<file path="src/rtl/cbn_pkg.sv">
// shared types, constants and coefficient lookup for the complex biquad notch
// no dependencies
package cbn_pkg;

  localparam int SECTIONS_DEF    = 3;
  localparam int SAMPLE_BITS_DEF = 16;
  localparam int SECTIONS_MAX    = 8;
  localparam int IDX_MAX_W       = $clog2(2 * SECTIONS_MAX);

  localparam int COEF_BITS = 16;
  localparam int COEF_FRAC = 14;
  localparam int NUM_TAPS  = 5;

  localparam logic signed [COEF_BITS-1:0] COEF_B0 = 16'sd16363;
  localparam logic signed [COEF_BITS-1:0] COEF_B1 = -16'sd32717;
  localparam logic signed [COEF_BITS-1:0] COEF_B2 = 16'sd16363;
  localparam logic signed [COEF_BITS-1:0] COEF_A1 = 16'sd32717;
  localparam logic signed [COEF_BITS-1:0] COEF_A2 = -16'sd16341;

  typedef enum logic [2:0] {
    TAP_X0,
    TAP_X1,
    TAP_X2,
    TAP_Y1,
    TAP_Y2
  } tap_t;

  typedef struct packed {
    logic                 load;
    logic                 mul_en;
    tap_t                 tap;
    logic                 acc_init;
    logic                 acc_add;
    logic                 finish;
    logic                 out_load;
    logic [IDX_MAX_W-1:0] idx;
  } cbn_cmd_t;

  function automatic logic signed [COEF_BITS-1:0] coef_of(input tap_t tap);
    logic signed [COEF_BITS-1:0] c;
    case (tap)
      TAP_X0:  c = COEF_B0;
      TAP_X1:  c = COEF_B1;
      TAP_X2:  c = COEF_B2;
      TAP_Y1:  c = COEF_A1;
      TAP_Y2:  c = COEF_A2;
      default: c = '0;
    endcase
    return c;
  endfunction

endpackage

</file>
<file path="src/rtl/cbn_ifs.sv">
// handshake channels of the complex biquad notch: sample in, result out, config
// no dependencies
interface cbn_in_if #(parameter int W = 16);
  logic                valid;
  logic                ready;
  logic signed [W-1:0] in_real;
  logic signed [W-1:0] in_imag;
  modport source (output valid, output in_real, output in_imag, input ready);
  modport sink   (input valid, input in_real, input in_imag, output ready);
endinterface

interface cbn_out_if #(parameter int W = 16);
  logic                valid;
  logic                ready;
  logic signed [W-1:0] out_real;
  logic signed [W-1:0] out_imag;
  modport source (output valid, output out_real, output out_imag, input ready);
  modport sink   (input valid, input out_real, input out_imag, output ready);
endinterface

interface cbn_cfg_if;
  logic valid;
  logic ready;
  logic notch_enable;
  modport source (output valid, output notch_enable, input ready);
  modport sink   (input valid, input notch_enable, output ready);
endinterface

</file>
<file path="src/rtl/cbn_ctrl.sv">
// sequencer for the notch: walks taps, sections and channels, owns handshakes
// depends on cbn_pkg
module cbn_ctrl #(
  parameter int SECTIONS = 3
) (
  input  logic            clk,
  input  logic            rst,
  input  logic            in_valid,
  output logic            in_ready,
  output logic            out_valid,
  input  logic            out_ready,
  input  logic            cfg_valid,
  output logic            cfg_ready,
  input  logic            cfg_enable,
  output cbn_pkg::cbn_cmd_t cmd
);
  import cbn_pkg::*;

  localparam int NUM_IDX = 2 * SECTIONS;
  localparam int IDX_W   = (NUM_IDX > 1) ? $clog2(NUM_IDX) : 1;

  typedef enum logic [1:0] {
    S_IDLE,
    S_MAC,
    S_FIN,
    S_OUT
  } state_t;

  state_t           state;
  logic [2:0]       tap_cnt;
  logic [IDX_W-1:0] idx;
  logic             notch_en;
  logic             last_idx;

  assign in_ready  = (state == S_IDLE);
  assign cfg_ready = 1'b1;
  assign last_idx  = (idx == IDX_W'(NUM_IDX - 1));

  always_comb begin
    cmd          = '0;
    cmd.tap      = TAP_X0;
    cmd.idx      = IDX_MAX_W'(idx);
    cmd.load     = (state == S_IDLE) && in_valid;
    cmd.mul_en   = (state == S_MAC) && (tap_cnt != 3'(NUM_TAPS));
    if (cmd.mul_en) begin
      cmd.tap = tap_t'(tap_cnt);
    end
    cmd.acc_init = (state == S_MAC) && (tap_cnt == 3'd0);
    cmd.acc_add  = (state == S_MAC) && (tap_cnt != 3'd0);
    cmd.finish   = (state == S_FIN);
    cmd.out_load = (state == S_OUT) && (!out_valid || out_ready);
  end

  always_ff @(posedge clk) begin
    if (rst) begin
      state     <= S_IDLE;
      tap_cnt   <= '0;
      idx       <= '0;
      notch_en  <= 1'b0;
      out_valid <= 1'b0;
    end else begin
      if (cfg_valid) begin
        notch_en <= cfg_enable;
      end
      if ((state == S_OUT) && (!out_valid || out_ready)) begin
        out_valid <= 1'b1;
      end else if (out_ready) begin
        out_valid <= 1'b0;
      end
      case (state)
        S_IDLE: begin
          tap_cnt <= '0;
          idx     <= '0;
          if (in_valid) begin
            state <= notch_en ? S_MAC : S_OUT;
          end
        end
        S_MAC: begin
          if (tap_cnt == 3'(NUM_TAPS)) begin
            state <= S_FIN;
          end else begin
            tap_cnt <= tap_cnt + 3'd1;
          end
        end
        S_FIN: begin
          tap_cnt <= '0;
          if (last_idx) begin
            state <= S_OUT;
          end else begin
            idx   <= idx + IDX_W'(1);
            state <= S_MAC;
          end
        end
        S_OUT: begin
          // result register must be free before the beat moves in
          if (!out_valid || out_ready) begin
            state <= S_IDLE;
          end
        end
        default: state <= S_IDLE;
      endcase
    end
  end

endmodule

</file>
<file path="src/rtl/cbn_dp.sv">
// datapath of the notch: history registers, shared multiplier and accumulator
// depends on cbn_pkg
module cbn_dp #(
  parameter int SECTIONS    = 3,
  parameter int SAMPLE_BITS = 16
) (
  input  logic                          clk,
  input  logic                          rst,
  input  cbn_pkg::cbn_cmd_t             cmd,
  input  logic signed [SAMPLE_BITS-1:0] in_real,
  input  logic signed [SAMPLE_BITS-1:0] in_imag,
  output logic signed [SAMPLE_BITS-1:0] out_real,
  output logic signed [SAMPLE_BITS-1:0] out_imag
);
  import cbn_pkg::*;

  localparam int NUM_IDX = 2 * SECTIONS;
  localparam int IDX_W   = (NUM_IDX > 1) ? $clog2(NUM_IDX) : 1;
  localparam int PROD_W  = SAMPLE_BITS + COEF_BITS;
  localparam int ACC_W   = PROD_W + 3;
  localparam int Q_W     = ACC_W - COEF_FRAC;

  localparam logic signed [ACC_W-1:0] ROUND_INIT = ACC_W'(64'sd1 <<< (COEF_FRAC - 1));
  localparam logic signed [Q_W-1:0]   SAT_HI = Q_W'((64'sd1 <<< (SAMPLE_BITS - 1)) - 64'sd1);
  localparam logic signed [Q_W-1:0]   SAT_LO = -SAT_HI - Q_W'(1);

  logic signed [SAMPLE_BITS-1:0] xh1 [NUM_IDX];
  logic signed [SAMPLE_BITS-1:0] xh2 [NUM_IDX];
  logic signed [SAMPLE_BITS-1:0] yh1 [NUM_IDX];
  logic signed [SAMPLE_BITS-1:0] yh2 [NUM_IDX];
  logic signed [SAMPLE_BITS-1:0] cur [2];

  logic signed [PROD_W-1:0]      prod;
  logic signed [ACC_W-1:0]       acc;
  logic signed [SAMPLE_BITS-1:0] operand;
  logic signed [COEF_BITS-1:0]   coef;
  logic signed [Q_W-1:0]         q;
  logic signed [SAMPLE_BITS-1:0] y_sat;
  logic [IDX_W-1:0]              idx;
  logic                          chan;

  assign idx  = cmd.idx[IDX_W-1:0];
  assign chan = cmd.idx[0];
  assign coef = coef_of(cmd.tap);

  always_comb begin
    case (cmd.tap)
      TAP_X0:  operand = cur[chan];
      TAP_X1:  operand = xh1[idx];
      TAP_X2:  operand = xh2[idx];
      TAP_Y1:  operand = yh1[idx];
      TAP_Y2:  operand = yh2[idx];
      default: operand = '0;
    endcase
  end

  // rounding offset is preloaded, so only the shift and clamp remain here
  always_comb begin
    q = Q_W'(acc >>> COEF_FRAC);
    if (q > SAT_HI) begin
      y_sat = SAT_HI[SAMPLE_BITS-1:0];
    end else if (q < SAT_LO) begin
      y_sat = SAT_LO[SAMPLE_BITS-1:0];
    end else begin
      y_sat = q[SAMPLE_BITS-1:0];
    end
  end

  always_ff @(posedge clk) begin
    if (cmd.mul_en) begin
      prod <= PROD_W'(coef) * PROD_W'(operand);
    end
    if (cmd.acc_init) begin
      acc <= ROUND_INIT;
    end else if (cmd.acc_add) begin
      acc <= acc + ACC_W'(prod);
    end
    if (cmd.load) begin
      cur[0] <= in_real;
      cur[1] <= in_imag;
    end else if (cmd.finish) begin
      cur[chan] <= y_sat;
    end
    if (cmd.out_load) begin
      out_real <= cur[0];
      out_imag <= cur[1];
    end
  end

  always_ff @(posedge clk) begin
    if (rst) begin
      for (int i = 0; i < NUM_IDX; i++) begin
        xh1[i] <= '0;
        xh2[i] <= '0;
        yh1[i] <= '0;
        yh2[i] <= '0;
      end
    end else if (cmd.finish) begin
      xh2[idx] <= xh1[idx];
      xh1[idx] <= cur[chan];
      yh2[idx] <= yh1[idx];
      yh1[idx] <= y_sat;
    end
  end

endmodule

</file>
<file path="src/rtl/cascaded_biquad_notch_complex.sv">
// top level of the complex cascaded biquad notch filter
// depends on cbn_pkg, cbn_ifs, cbn_ctrl and cbn_dp
//
//   port    | dir  | beat carries
//   --------+------+------------------------------------
//   sample  | in   | in_real, in_imag (Q1.15)
//   result  | out  | out_real, out_imag (Q1.15, saturated)
//   cfg     | in   | notch_enable
//
// enabled: each section and channel runs on the one multiplier (5 taps,
// last add, round and update), between the accept and the output step;
// bypassed: only the accept and the output step.
// reset clears history and enable at once.
// a new sample is taken while the previous result still waits in the output
// register; the sequencer only stalls when it must load a still-full register.
module cascaded_biquad_notch_complex #(
  parameter int SECTIONS    = cbn_pkg::SECTIONS_DEF,
  parameter int SAMPLE_BITS = cbn_pkg::SAMPLE_BITS_DEF
) (
  input  logic      clk,
  input  logic      rst,
  cbn_in_if.sink    sample,
  cbn_out_if.source result,
  cbn_cfg_if.sink   cfg
);
  import cbn_pkg::*;

  cbn_cmd_t cmd;

  cbn_ctrl #(
    .SECTIONS (SECTIONS)
  ) u_ctrl (
    .clk        (clk),
    .rst        (rst),
    .in_valid   (sample.valid),
    .in_ready   (sample.ready),
    .out_valid  (result.valid),
    .out_ready  (result.ready),
    .cfg_valid  (cfg.valid),
    .cfg_ready  (cfg.ready),
    .cfg_enable (cfg.notch_enable),
    .cmd        (cmd)
  );

  cbn_dp #(
    .SECTIONS    (SECTIONS),
    .SAMPLE_BITS (SAMPLE_BITS)
  ) u_dp (
    .clk      (clk),
    .rst      (rst),
    .cmd      (cmd),
    .in_real  (sample.in_real),
    .in_imag  (sample.in_imag),
    .out_real (result.out_real),
    .out_imag (result.out_imag)
  );

endmodule
</file>
<file path="src/flat_wrapper.sv">
// flat-port wrapper written by rule: the top's interface ports become plain ports
module cascaded_biquad_notch_complex_flat import cbn_pkg::*;
#(
  parameter int SECTIONS    = cbn_pkg::SECTIONS_DEF,
  parameter int SAMPLE_BITS = cbn_pkg::SAMPLE_BITS_DEF
)
  (clk, rst, sample_valid, sample_in_real, sample_in_imag, sample_ready, result_valid, result_out_real, result_out_imag, result_ready, cfg_valid, cfg_notch_enable, cfg_ready);
  cbn_in_if sample_i ();
  cbn_out_if result_i ();
  cbn_cfg_if cfg_i ();
  input  logic clk;
  input  logic rst;
  input wire logic [$bits(sample_i.valid)-1:0] sample_valid;
  input wire logic [$bits(sample_i.in_real)-1:0] sample_in_real;
  input wire logic [$bits(sample_i.in_imag)-1:0] sample_in_imag;
  output wire logic [$bits(sample_i.ready)-1:0] sample_ready;
  output wire logic [$bits(result_i.valid)-1:0] result_valid;
  output wire logic [$bits(result_i.out_real)-1:0] result_out_real;
  output wire logic [$bits(result_i.out_imag)-1:0] result_out_imag;
  input wire logic [$bits(result_i.ready)-1:0] result_ready;
  input wire logic [$bits(cfg_i.valid)-1:0] cfg_valid;
  input wire logic [$bits(cfg_i.notch_enable)-1:0] cfg_notch_enable;
  output wire logic [$bits(cfg_i.ready)-1:0] cfg_ready;
  assign sample_i.valid = sample_valid;
  assign sample_i.in_real = sample_in_real;
  assign sample_i.in_imag = sample_in_imag;
  assign sample_ready = sample_i.ready;
  assign result_valid = result_i.valid;
  assign result_out_real = result_i.out_real;
  assign result_out_imag = result_i.out_imag;
  assign result_i.ready = result_ready;
  assign cfg_i.valid = cfg_valid;
  assign cfg_i.notch_enable = cfg_notch_enable;
  assign cfg_ready = cfg_i.ready;
  cascaded_biquad_notch_complex #(.SECTIONS(SECTIONS), .SAMPLE_BITS(SAMPLE_BITS)) u_core (.clk(clk), .rst(rst), .sample(sample_i), .result(result_i), .cfg(cfg_i));
endmodule
</file>
<file path="config.mk">
export PLATFORM = sky130hd
export DESIGN_NAME = cascaded_biquad_notch_complex_flat
export DESIGN_NICKNAME = d
export VERILOG_FILES = /design/src/rtl/cbn_pkg.sv /design/src/rtl/cbn_ifs.sv /design/src/rtl/cbn_ctrl.sv /design/src/rtl/cbn_dp.sv /design/src/rtl/cascaded_biquad_notch_complex.sv /design/src/flat_wrapper.sv
export SDC_FILE = /design/constraint.sdc
export NUM_CORES = 1
export LEC_CHECK = 0
export BUFFER_PORTS_ARGS = -buffer_cell sky130_fd_sc_hd__buf_2
export CAP_MARGIN = 20
export CORE_MARGIN = 4
export CORE_UTILIZATION = 30
export CTS_BUF_LIST = sky130_fd_sc_hd__clkbuf_16
export DETAILED_ROUTE_END_ITERATION = 8
export SLEW_MARGIN = 10
export SYNTH_ARGS = -nofsm -noshare
export SYNTH_HDL_FRONTEND = slang
export SYNTH_SLANG_ARGS = --single-unit
</file>
<file path="constraint.sdc">
create_clock -name clk -period 24.6 [get_ports clk]
set_clock_uncertainty 0.05 [all_clocks]
set_input_delay 2.46 -clock clk [delete_from_list [all_inputs] [get_ports clk]]
set_output_delay 2.46 -clock clk [all_outputs]
set_load 0.005 [all_outputs]
</file>
Word level (Yosys, flattened, before mapping)
Memories as Yosys holds them, arrays and structs flattened. A register that Yosys moved wholly into a read port is not among the register bits. Index checks and enable logic that the tools add are counted.

Flip-flop bits (word level): 77. RAM bits: 416. Input bits: 38. Logic and storage cells: 108. Memories kept: 5.

Add/sub/neg operators: 3. Multipliers: 1. Magnitude comparators: 2. Equal/unequal tests: 15. Multiplexer cells: 51. Reduce and logical (&&, ||, !) cells: 24.

Memory list: u_core.u_dp.xh1 (words 6, width 16, read ports 1, clocked after Yosys merged registers in 1, wr ports 6, line cbn_dp.sv:27) `logic signed [SAMPLE_BITS-1:0] xh1 [NUM_IDX];`; u_core.u_dp.xh2 (words 6, width 16, read ports 1, clocked after Yosys merged registers in 1, wr ports 6, line cbn_dp.sv:28) `logic signed [SAMPLE_BITS-1:0] xh2 [NUM_IDX];`; u_core.u_dp.yh1 (words 6, width 16, read ports 1, clocked after Yosys merged registers in 1, wr ports 6, line cbn_dp.sv:29) `logic signed [SAMPLE_BITS-1:0] yh1 [NUM_IDX];`; u_core.u_dp.yh2 (words 6, width 16, read ports 1, clocked after Yosys merged registers in 1, wr ports 6, line cbn_dp.sv:30) `logic signed [SAMPLE_BITS-1:0] yh2 [NUM_IDX];`; u_core.u_dp.cur (words 2, width 16, read ports 3, clocked after Yosys merged registers in 3, wr ports 2, line cbn_dp.sv:31) `logic signed [SAMPLE_BITS-1:0] cur [2];`.

Operators by type and width (number): 16-bit 2-to-1 mux (7); 16-bit case mux with 5 select lines (1); 16-bit OR reduction (5); 16-bit case mux with 4 select lines (1); 3-bit 2-to-1 mux (15); 35-bit by 32-bit adder with 35-bit output (1); 16-bit by 16-bit multiplier with 32-bit output (1); 21-bit by 16-bit > comparator with 1-bit output (second input constant) (1); 21-bit by 16-bit less-than comparator with 1-bit output (second input constant) (1); 1-bit 2-to-1 mux (19); 3-bit case mux with 2 select lines (2); 2-bit 2-to-1 mux (5); 3-bit equality test (second input constant) (3); 2-bit case mux with 4 select lines (1); 3-bit by 1-bit adder with 3-bit output (second input constant) (2); 3-bit by 2-bit equality test with 1-bit output (second input constant) (2); 3-bit zero test (2); 2-bit inequality test (second input constant) (3); 2-bit nonzero test (3); 1-bit logical AND (5); 2-bit equality test (second input constant) (2); 2-bit by 1-bit inequality test with 1-bit output (second input constant) (2); 2-bit AND reduction (2); 2-bit OR reduction (2); other kinds (8) (8).

Depth between registers and ports, before layout
Depth in word-level cells: 7. Gate-level depth with buffers: 35. Gate-level depth less buffers: 32.

Cells and area by module
From an unflattened synthesis, not the netlist that was laid out.

Cell total of the unflattened synthesis: 2851. Area, all modules: 37215.7 um2.

Modules (own cells, without submodules): cbn_dp (instances 1, cells an instance 2772, area each 36582.6 um2, seq. area each 18958.2 um2); cbn_ctrl (instances 1, cells an instance 79, area each 633.1 um2, seq. area each 200.2 um2).

Worst setup path before layout
Ideal clock, no wire load.

Path kind: reg-to-reg. From: reg u_core.u_ctrl.state[0]. To: reg u_core.u_dp.prod[30] (data pin). Setup time: 0.258 ns. Arrival: 8.083 ns. Required time: 24.292 ns. Slack: 16.210 ns. Stages on the path, launching flop included: 30. Clock period less this slack: 8.390 ns. Cells stage by stage: dfxtp_1 -> inv_1 -> nor2_1 -> nand2_1 -> inv_1 -> nand2b_1 -> a221o_1 -> or2_4 -> and2_4 -> fa_1 -> inv_1 -> fa_1 -> inv_1 -> fa_1 -> fa_1 -> fa_1 -> inv_1 -> fa_1 -> inv_1 -> ha_1 -> clkbuf_1 -> a21o_1 -> a21o_1 -> a21oi_1 -> o21a_1 -> a21oi_1 -> or4b_1 -> a31o_2 -> a21oi_1 -> xnor2_1.

Cells in the longest elaborated chain, start to end: 7. Elaborated cells between the ends (all ways): 12.

Ends and longest elaborated chain: start, declared (line cbn_ctrl.sv:29) `state_t state;`; start signal, assigned (line cbn_ctrl.sv:75) `state <= notch_en ? S_MAC : S_OUT;`; 2-bit by 1-bit equality test with 1-bit output (*) (line cbn_ctrl.sv:44) `cmd.mul_en = (state == S_MAC) && (tap_cnt != 3'(NUM_TAPS));`; 1-bit logical AND (*) (line cbn_ctrl.sv:44); 3-bit 2-to-1 mux (*) (line cbn_ctrl.sv:45) `if (cmd.mul_en) begin`; 3-bit by 2-bit equality test with 1-bit output or 3-bit zero test (tied branches) (line cbn_pkg.sv:41, cbn_dp.sv:47); 2-bit OR reduction (no line); 16-bit case mux with 4 select lines (line cbn_pkg.sv:41) `case (tap)`; 16-bit by 16-bit multiplier with 32-bit output (*) (line cbn_dp.sv:71) `prod <= PROD_W'(coef) * PROD_W'(operand);`; end signal, assigned (line cbn_dp.sv:71); end, declared (line cbn_dp.sv:33) `logic signed [PROD_W-1:0] prod;`.

Mark *: on every way between the ends. The rest lies on a longest branch, timed or not. A chain may end at the register's enable or synchronous reset.

==> impl_summary.md <==
Synthesis
By count the netlist is led by sky130_fd_sc_hd__edfxtp_1 (608), sky130_fd_sc_hd__nor2_1 (432), sky130_fd_sc_hd__inv_1 (362), sky130_fd_sc_hd__fa_1 (234), sky130_fd_sc_hd__mux4_2 (120). The most used flip-flop cell after synthesis is sky130_fd_sc_hd__edfxtp_1. Yosys attributes the largest share of cell area to sky130_fd_sc_hd__edfxtp_1 (49%), sky130_fd_sc_hd__fa_1 (13%), sky130_fd_sc_hd__mux4_2 (7.3%). The warning count from the yosys run is 0.

The mean instance size in the synthesized netlist is 13.3 µm². The number of synthesized register bits is 656. The synthesized design contains 608 enable-type register cells. The cell area after technology mapping is around 37000 µm². The area share of the largest cell type after synthesis is 49.5%. The gate count after technology mapping is 2775. Yosys instantiated no cell more often than sky130_fd_sc_hd__edfxtp_1. The share of synthesized registers carrying an async set or reset is 0%.

After synthesis, flip-flops and latches occupy 52.1% of the total area. After synthesis, the netlist uses 83 different library cells. The largest total area in the synthesized netlist belongs to sky130_fd_sc_hd__edfxtp_1.

Worst setup path
The worst register-to-register path has a setup slack of 14.59 ns. The type of destination of the critical path is a flop. The cell type of the slowest stage on the worst timing path is sky130_fd_sc_hd__buf_4.

For the worst flop-to-flop path, the logic depth is 29. The required time at the worst-slack endpoint is 24.90 ns. The critical path is of the reg2reg type. By instance count, the cell type seen most on the critical path is sky130_fd_sc_hd__fa_1.

The worst stage delay on the critical path is just over 0.8 ns. The maximum fanout encountered on the critical timing path is 80. The arrival time at the worst endpoint is 10.31 ns. In this run the critical register-to-register path is captured at u_core.u_dp.prod[30]$_DFFE_PN_.

The sort of element at the start of the critical path is a flop.

Global routing
The initial antenna violation count is 6. For this run, the total global-route usage over all layers was measured as 15.2%. The number of global-route vias before repair is roughly 23000. Entering global routing, the biggest net connects 81 pins. The total overflow left after global routing is 0. The first-pass GRT wire length is 147 mm.

Detailed routing
The wire length per cell is 21.5 µm. The total via count in the routed design is about 22000. The detailed-router iteration count before antenna repair is 5.

In the routed design, unresolved DRC markers number 0. The number of nets with antenna violations after routing is 0. The detailed router finished its first iteration with 1976 violations. After detailed routing, the total wire length is 97.2 mm. The via-per-instance ratio is 4.85.

Clock network
For the worst-skew pair, the clock arrives at the later sink with an insertion delay of between 0.6 and 0.7 ns. The number of clock sinks seen by CTS is 656. Once the clock tree was built, the resizer swapped 0 gates to a different size. The CTS root buffer is sky130_fd_sc_hd__clkbuf_16. The worst-case clock buffer depth is 3. The setup fix buffers added after clock tree synthesis is 0.

The clock-pin transition on the worst setup and hold timing paths is around 0.060 ns. In this run, CTS created clock tree buffers numbering 72. The number of hold buffers added after cts is 0. TritonCTS built the clock tree. The H-tree generated during clock tree synthesis spans 3 levels.

Worst hold path
The worst hold path was traced through 0 stages. The min-delay analysis places its worst path in the category reg2reg. The capture endpoint of the worst hold path is result_out_imag[0]$_DFFE_PP_. The hold path startpoint is u_core.u_dp.cur[1][0]$_DFFE_PP_.

Place
Routability-driven placement finished with a final weighted congestion of around 0.95. The count of buffers from port buffering is 71. Once detailed placement completed, the half-perimeter wirelength came to 65.4 mm.

Layout
Of the cells placed in the final design, the portion with a size suffix greater than 1 is roughly 16%. The area growth from synthesis to layout is 12.3%. After filler insertion, the fill cell instance count of the layout stands at roughly 12000.

0 antenna diodes ended up in the layout. For this run, the post-layout net count is 3241.

Die
The total core area is 122000 µm². The height of the die is 359 µm. The die covers 129000 µm². The starting density of the core is 30.3%. The floorplan step set the die width to 359 µm. Row generation in the floorplan step produced 128 rows. The number of top-level pins is 73.

STA
In the finished design, the share of the clock period the worst path needs comes to 40.7%. The peak clock frequency supported by timing is 99.9 MHz. Summed over all failing endpoints, the final setup total negative slack is 0 ns. The transition at the pin with the smallest max-transition slack is 1.06 ns. The number of pins exceeding their max-slew limit in the final report is 0.

Setup violations remaining at the end of the flow were counted as 0. In this run the tightest slew margin relative to its limit is 27.4%. Setup repair after global routing left no endpoint under its margin.

The minimum period implied by the final worst setup slack is between 10 and 15 ns. The final-report hold violation count is 0.

Outcome
The flow ran to the end, and the final reports show no timing, DRC or antenna violations.

Run
The number of max-cap violations is 0.
## layer usage
layer,up-vias,track usage [%],share of wire [%]
met2,658,24.8,48
met3,133,2.82,6.6
li1,9846,-,-
met5,-,0,0
met4,0,4.45,3.2
met1,11300,20.6,42
## worst max path at each step
stage / from / to / slack (ns)
after global placement: flop / u_core.u_dp.prod[30]$_DFFE_PN_ / 14.58
final: flop / u_core.u_dp.prod[30]$_DFFE_PN_ / 14.59
after detailed placement: flop / u_core.u_dp.prod[30]$_DFFE_PN_ / 14.54
after global routing: flop / u_core.u_dp.prod[30]$_DFFE_PN_ / 13.82
after floorplan: u_core.u_ctrl.state[0]$_SDFFE_PP0P_ / u_core.u_dp.prod[30]$_DFFE_PN_ / 16.21
after CTS: flop / u_core.u_dp.prod[30]$_DFFE_PN_ / 14.51
## metrics by stage
step	util, %	hold WS (ns)	instance area, µm²	setup WS (ns)	std cells
finish	34.0	0.395	41400	14.59	4530
global route	34.0	0.405	41400	13.82	4530
CTS	34.0	0.395	41400	14.51	4528
detailed placement	32.1	0.383	39100	14.54	4399
global placement	32.1	0.376	39100	14.58	4399
floorplan	-	0.370	36900	16.21	2776
## state kept, by name, indices dropped and copies added, names as in the netlist, named ones only
register / count
u_core.u_dp.acc: 35
u_core.u_ctrl.state: 2
u_core.u_dp.xh2: 128
result_out_real: 16
u_core.u_dp.yh2: 128
u_core.u_dp.prod: 32
u_core.u_ctrl.idx: 3
u_core.u_ctrl.tap_cnt: 3
u_core.u_dp.xh1: 128
u_core.u_dp.yh1: 128
u_core.u_ctrl.out_valid: 1
u_core.u_ctrl.notch_en: 1
result_out_imag: 16
u_core.u_dp.cur: 32
## cells by family (layout without fill, tap and decap cells)
| logic type | Yosys count | count (layout) | share of synthesized area [%] |
|---|---|---|---|
| multiplexers | 212 | 212 | 10.3 |
| buffers and inverters | 484 | 613 | 5.38 |
| adder cells (fa/ha/maj) | 353 | 353 | 16.7 |
| other | 1 | 2 | 0.0102 |
| AND/OR/NAND/NOR | 714 | 714 | 8.62 |
| XOR/XNOR | 61 | 61 | 1.45 |
| flip-flops | 656 | 656 | 52.1 |
| AO/OA/AOI/OAI | 294 | 294 | 5.40 |
## cell type report
cell class	count	area [µm²]	share of cell area, %
sequential	656	19200	46.4
clock buffer	74	1850	4.47
timing repair buffer	115	704	1.70
inverter	369	1390	3.34
clock inverter	55	440	1.06
tap	1625	2030	4.91
multi-input combinational	1636	15800	38.1
## worst max-delay path, delay by kind of cell (launching register included)
kind | cells | cell delay [ns]
adders and majority gates | 7 | 3.40
buffers and inverters | 6 | 1.59
AOI/OAI and AO/OA | 9 | 1.56
and+or+nand+nor | 4 | 1.25
muxes | 2 | 0.89
DFF | 1 | 0.68
xor gates and xnor gates | 1 | 0.08
## cell usage in the layout, fill, tap and decap left out, types with 12 or more instances in the layout
master and n:
sky130_fd_sc_hd__edfxtp_1 608, sky130_fd_sc_hd__nor2_1 426, sky130_fd_sc_hd__inv_1 379, sky130_fd_sc_hd__fa_1 234, sky130_fd_sc_hd__mux4_2 120, sky130_fd_sc_hd__ha_1 119
sky130_fd_sc_hd__nand2_1 90, sky130_fd_sc_hd__a21oi_1 86, sky130_fd_sc_hd__clkbuf_16 74, sky130_fd_sc_hd__buf_2 71, sky130_fd_sc_hd__mux2i_1 65, sky130_fd_sc_hd__or2_2 51
sky130_fd_sc_hd__o21ai_0 49, sky130_fd_sc_hd__xnor2_1 49, sky130_fd_sc_hd__dfxtp_1 45, sky130_fd_sc_hd__buf_4 42, sky130_fd_sc_hd__nand2b_1 29, sky130_fd_sc_hd__a22o_1 26
sky130_fd_sc_hd__a21o_1 25, sky130_fd_sc_hd__mux2_2 17, sky130_fd_sc_hd__nor3_1 16, sky130_fd_sc_hd__clkinv_1 15, sky130_fd_sc_hd__nand3_1 14, sky130_fd_sc_hd__nor2b_1 14
sky130_fd_sc_hd__o21a_1 13, sky130_fd_sc_hd__xor2_1 12
Power is left out: the tool's default activity adds up to more than one toggle a clock period on the data nets, which glitch-free logic cannot reach.
